[src/design/hist_pkg.sv]
`timescale 1ns / 1ps
// ----------------------------------------------------------------------------
// hist_pkg: shared constants and types of the histogram engine
// Field widths, fixed-point constants, command, status and register codes.
// ----------------------------------------------------------------------------
package hist_pkg;

    localparam int BINS_DEF   = 256;

    localparam int CMD_W      = 3;
    localparam int SAMP_W     = 16;
    localparam int IDX_IN_W   = 8;
    localparam int FACT_W     = 32;
    localparam int DATA_W     = 40;
    localparam int STAT_W     = 2;
    localparam int BCNT_W     = 9;
    localparam int CFG_IDX_W  = 2;
    localparam int CFG_DATA_W = 16;

    localparam int BIN_W      = 32;
    localparam int FRAC_W     = 8;
    localparam int SCALE_SH   = 16;
    localparam int PROD_W     = BIN_W + FACT_W;
    localparam int DEN_W_DEF  = BIN_W + $clog2(BINS_DEF) + 1 + FRAC_W;

    // 1.0 in 24.8
    localparam logic [BIN_W-1:0]  BIN_ONE  = BIN_W'(1 << FRAC_W);
    localparam logic [PROD_W-1:0] RND_HALF = PROD_W'(1) << (SCALE_SH - 1);
    localparam logic [DATA_W-1:0] DATA_MAX = '1;

    typedef enum logic [CMD_W-1:0] {
        CMD_FILL      = 3'd0,
        CMD_READ      = 3'd1,
        CMD_INTEGRAL  = 3'd2,
        CMD_SCALE     = 3'd3,
        CMD_NORMALIZE = 3'd4,
        CMD_CLEAR     = 3'd5
    } cmd_t;

    localparam logic [STAT_W-1:0] STAT_OK    = 2'd0;
    localparam logic [STAT_W-1:0] STAT_RANGE = 2'd1;
    localparam logic [STAT_W-1:0] STAT_ZERO  = 2'd2;

    localparam logic [CFG_IDX_W-1:0] CFG_RANGE_LOW  = 2'd0;
    localparam logic [CFG_IDX_W-1:0] CFG_RANGE_HIGH = 2'd1;
    localparam logic [CFG_IDX_W-1:0] CFG_BIN_COUNT  = 2'd2;

endpackage

[src/design/hist_div.sv]
`timescale 1ns / 1ps
// ----------------------------------------------------------------------------
// hist_div: rounding divider for normalize
// Restoring division, one quotient bit per cycle, then round half up and
// saturate the quotient to the bin width.
// ----------------------------------------------------------------------------
module hist_div #(
    parameter int DEN_W = hist_pkg::DEN_W_DEF
) (
    input  logic                        clk,
    input  logic                        rst_n,
    input  logic                        start,
    input  logic [hist_pkg::PROD_W-1:0] num,
    input  logic [DEN_W-1:0]            den,
    output logic                        done,
    output logic [hist_pkg::BIN_W-1:0]  quo
);
    import hist_pkg::*;

    localparam int STEP_W = $clog2(PROD_W);

    logic              run_reg, run_next;
    logic              done_reg, done_next;
    logic [STEP_W-1:0] step_reg, step_next;
    logic [PROD_W-1:0] num_reg, num_next;
    logic [PROD_W-1:0] q_reg, q_next;
    logic [DEN_W-1:0]  den_reg, den_next;
    logic [DEN_W-1:0]  rem_reg, rem_next;
    logic [DEN_W:0]    rem_sh;
    logic [DEN_W:0]    rem_sub;
    logic              rnd;
    logic [PROD_W:0]   q_rnd;

    assign rem_sh  = {rem_reg, num_reg[PROD_W-1]};
    assign rem_sub = rem_sh - {1'b0, den_reg};

    always_comb
    begin
        run_next  = run_reg;
        done_next = 1'b0;
        step_next = step_reg;
        num_next  = num_reg;
        q_next    = q_reg;
        den_next  = den_reg;
        rem_next  = rem_reg;
        if (start)
        begin
            run_next  = 1'b1;
            step_next = STEP_W'(PROD_W - 1);
            num_next  = num;
            den_next  = den;
            q_next    = '0;
            rem_next  = '0;
        end
        else if (run_reg)
        begin
            num_next = num_reg << 1;
            if (rem_sh >= {1'b0, den_reg})
            begin
                rem_next = rem_sub[DEN_W-1:0];
                q_next   = {q_reg[PROD_W-2:0], 1'b1};
            end
            else
            begin
                rem_next = rem_sh[DEN_W-1:0];
                q_next   = {q_reg[PROD_W-2:0], 1'b0};
            end
            if (step_reg == '0)
            begin
                run_next  = 1'b0;
                done_next = 1'b1;
            end
            else
            begin
                step_next = step_reg - STEP_W'(1);
            end
        end
    end

    always_ff @(posedge clk or negedge rst_n)
    begin
        if (!rst_n)
        begin
            run_reg  <= 1'b0;
            done_reg <= 1'b0;
            step_reg <= '0;
        end
        else
        begin
            run_reg  <= run_next;
            done_reg <= done_next;
            step_reg <= step_next;
        end
    end

    always_ff @(posedge clk)
    begin
        num_reg <= num_next;
        q_reg   <= q_next;
        den_reg <= den_next;
        rem_reg <= rem_next;
    end

    // ties go up: 2 * rem >= den
    assign rnd   = {rem_reg, 1'b0} >= {1'b0, den_reg};
    assign q_rnd = {1'b0, q_reg} + (PROD_W + 1)'(rnd);
    assign quo   = (|q_rnd[PROD_W:BIN_W]) ? '1 : q_rnd[BIN_W-1:0];
    assign done  = done_reg;

endmodule

[config.mk]
export PLATFORM = sky130hd
export DESIGN_NAME = hist_div
export DESIGN_NICKNAME = d
export VERILOG_FILES = /design/src/design/hist_pkg.sv /design/src/design/hist_div.sv
export SDC_FILE = /design/constraint.sdc
export NUM_CORES = 1
export LEC_CHECK = 0
export BUFFER_PORTS_ARGS = -buffer_cell sky130_fd_sc_hd__buf_2
export CAP_MARGIN = 20
export CORE_MARGIN = 3
export CORE_UTILIZATION = 50
export CTS_CLUSTER_SIZE = 20
export DETAILED_ROUTE_END_ITERATION = 12
export PLACE_DENSITY = 0.67
export SYNTH_ARGS = -nofsm -noshare
export SYNTH_HDL_FRONTEND = slang
export SYNTH_SLANG_ARGS = --single-unit
[constraint.sdc]
create_clock -name clk -period 7.1 [get_ports clk]
set_input_delay 1.065 -clock clk [delete_from_list [all_inputs] [get_ports clk]]
set_output_delay 1.065 -clock clk [all_outputs]
set_load 0.05 [all_outputs]
==> impl_metrics.toml <==
[final_layout]
multi_input_area_sq_um = 7210
nets = 1713
fillerInstances = 2349
drive_gt1_share_pct = 20.8
final_area_sq_um = 15500
syn2layout_area_growth_pct = 13.9
seqCellArea_sq_um = 5860

[sta]
hold_viol = 0
setup_viol_count_final = 0
slew_violations = 0
relSlewSlack_pct = 31.6
max_freq_mhz = 150
rsz0062_at_grt = "false"
layout_min_cycle_time_ns = 6.66
fin_crit_sh_pct = 93.8
hold_slack_ns = 0.372
setup_tns_ns = 0
fin_worst_skew_ns = 0.00830
worst_pin_slew_ns = 1.03

[job]
drv_cap = 0

[logic_synthesis]
synthArstFlopShare_pct = 3.42
yosysSeqAreaShare_pct = 42.9
synth.avg_cell_area_sq_um = 9.54
synth_area_sq_um = 13700
synth_top_area_share_pct = 24.8
synth_nets = 1602
yosysWarnings = 0
synth_area_leaders = "edfxtp_1 25%, dfxtp_1 17%, mux2i_1 6.0%"
synth_edf_count = 113
synth_area_leader_cell = "edfxtp_1"
synthFlopType = "edfxtp_1"
ys_ff_latch = 234
synth_top_cells_by_count = "182 x nor2_1, 113 x dfxtp_1, 113 x edfxtp_1"
yosysMostFrequentCell = "nor2_1"
synthCells = 1431
ys_types = 78

[route]
drtIter0Drc = 682
drt_pass1_iterations = 5
num_vias = 10800
ant_nets = 0
routedWlPerCell_microns = 16.2
drt_wl_total_mm = 30.7
drc_errors = 0
via_per_inst = 5.69

[global_routing]
antenna_found_initial = 6
grt_max_degree = 110
grt_first_pass_wirelength_mm = 50.0
grt_pass1_vias = 10300
grt_use_total_pct = 20.3
grt-ovfl-total = 0

[critical_path]
worstSetupPathType = "register to output port"
critPathArrivalTime_ns = 5.60
r2r_setup_slack_ns = 3.13
worst-path-max-fanout = 16
r2r-end = "rem_reg[11]"
worstSetupEndpointType = "output port"
required_ns = 6.03
worstSetupStartpointType = "register"
r2r_start = "den_reg[9]"
r2r_cells = 12

[power_and_ir_drop]
finalPower_w = 0.00311
power_density_nw_per_um2 = 200
leakage_nw = 6.90
vdd_drop_max_mv = 0.194

[place]
io_buffers = 148
dp_hpwl_mm = 21.5
place_congestion = 0.898
post_dp_cell_area_sq_um = 14600

[clock_tree]
cts_tree = "done"
clockBufferDepth = 3
cts_hold_buffers = 0
htreeDepth = 1
cts_sinks = 234
cts.clk_slew.worst_paths_ns = 0.06
root_buffer = "clkbuf_16"
cts_buffers = 26
worstSkewPairLatency_ns = 0.53

[floorplanning]
core_area_sq_um = 26400
die_y_microns = 171
ioPinCount = 149
die_w_microns = 171
rows = 59
start_util_pct = 51.7
dieArea_sq_um = 29300

[worst_hold_path]
hold_path.class = "input port to async pin"

[outcome]
status = "complete, no violations"
worst max path at each step:
stage | start | end | slack [ns] | depth (start not counted)
floorplan | den_reg[15] | quo[19] | 1.19 | 20
global placement | den_reg[15] | quo[5] | 0.87 | 20
detailed placement | den_reg[15] | quo[23] | 0.76 | 20
CTS | den_reg[15] | quo[23] | 0.16 | 20
global route | den_reg[12] | quo[18] | 0.05 | 21
finish | den_reg[14] | quo[27] | 0.44 | 21
logic make-up after synthesis:
logic type	count (synthesis)	synth area share, %
AND/OR/NAND/NOR	459	16.7
AO/OA/AOI/OAI	305	14.5
flip-flops	234	42.9
buffers and inverters	155	4.57
multiplexers	148	11.5
XOR/XNOR	75	4.81
adder cells (fa/ha/maj)	55	5.09
placed cells by master (no fill, tap or decap), types with 6 or more instances in the layout:
cell,count
a221oi_1,6
ha_1,52
nand2b_1,16
a21oi_1,92
o21ai_0,48
mux2_2,66
a211oi_1,44
nand2_2,17
edfxtp_1,113
nand3_1,35
o21a_1,8
inv_1,75
nor2_1,181
nand2_1,78
xnor2_1,44
a31oi_1,13
and2_1,8
mux2i_1,82
o21bai_1,6
nor3_1,20
dfxtp_1,113
o211ai_1,12
or3_1,6
and3_1,13
buf_2,147
clkbuf_16,30
o31ai_1,7
nor2b_1,10
dfrtp_1,7
xor2_1,31
a21o_1,16
nand4_1,39
buf_4,12
power breakdown:
part	switching [W]	internal (W)
sequential	0.0000214	0.00149
combinational	0.000127	0.000107
clock	0.000547	0.000819
final cells by class:
cell class                      count  share of cell area (%)
Inverter                           76                    1.83
Sequential cell                   234                    37.7
Tap cell                          335                    2.70
Timing Repair Buffer              162                    5.69
Multi-Input combinational cell   1042                    46.4
Clock buffer                       37                    5.12
Antenna cell                        1                  0.0161
Clock inverter                     11                   0.587
through the flow:
step | setup slack, ns | utilization [%] | std cells
floorplan | 1.19 | - | 1431
global placement | 0.871 | 55.2 | 1846
detailed placement | 0.760 | 55.2 | 1846
CTS | 0.164 | 58.6 | 1894
global route | 0.0477 | 58.8 | 1898
finish | 0.439 | 58.8 | 1898
what timing repair did:
| item | CTS | global route |
|---|---|---|
| setup endpoints to repair | 0 | 32 |
| buffers inserted | 0 | 2 |
| gates resized for setup | 0 | 7 |
metal layers:
layer	vias to the layer above	wire length [microns]	global-route usage [%]
met5	-	57	0
met4	10	677	4.79
met3	56	2000	5.19
met2	282	13400	31.7
met1	5036	14600	28.7
li1	5422	-	-
worst max-delay path: stages (launching register included):
cell and delay, ns:
edfxtp_1 0.33, inv_1 0.04, ha_1 0.41, nand4_1 0.19
or3_1 0.44, o21ai_1 0.25, a41o_1 0.21, nand2_1 0.05
nand2_1 0.12, ha_1 0.20, nand3_1 0.17, nor4_4 0.43
nand4_4 0.20, nor2_2 0.29, nand4_1 0.16, a221oi_1 0.39
o2111ai_1 0.23, nor4_4 0.28, buf_4 0.20, clkbuf_16 0.20
o21ai_2 0.06, buf_2 0.21
(Power assumes the default switching activity.)
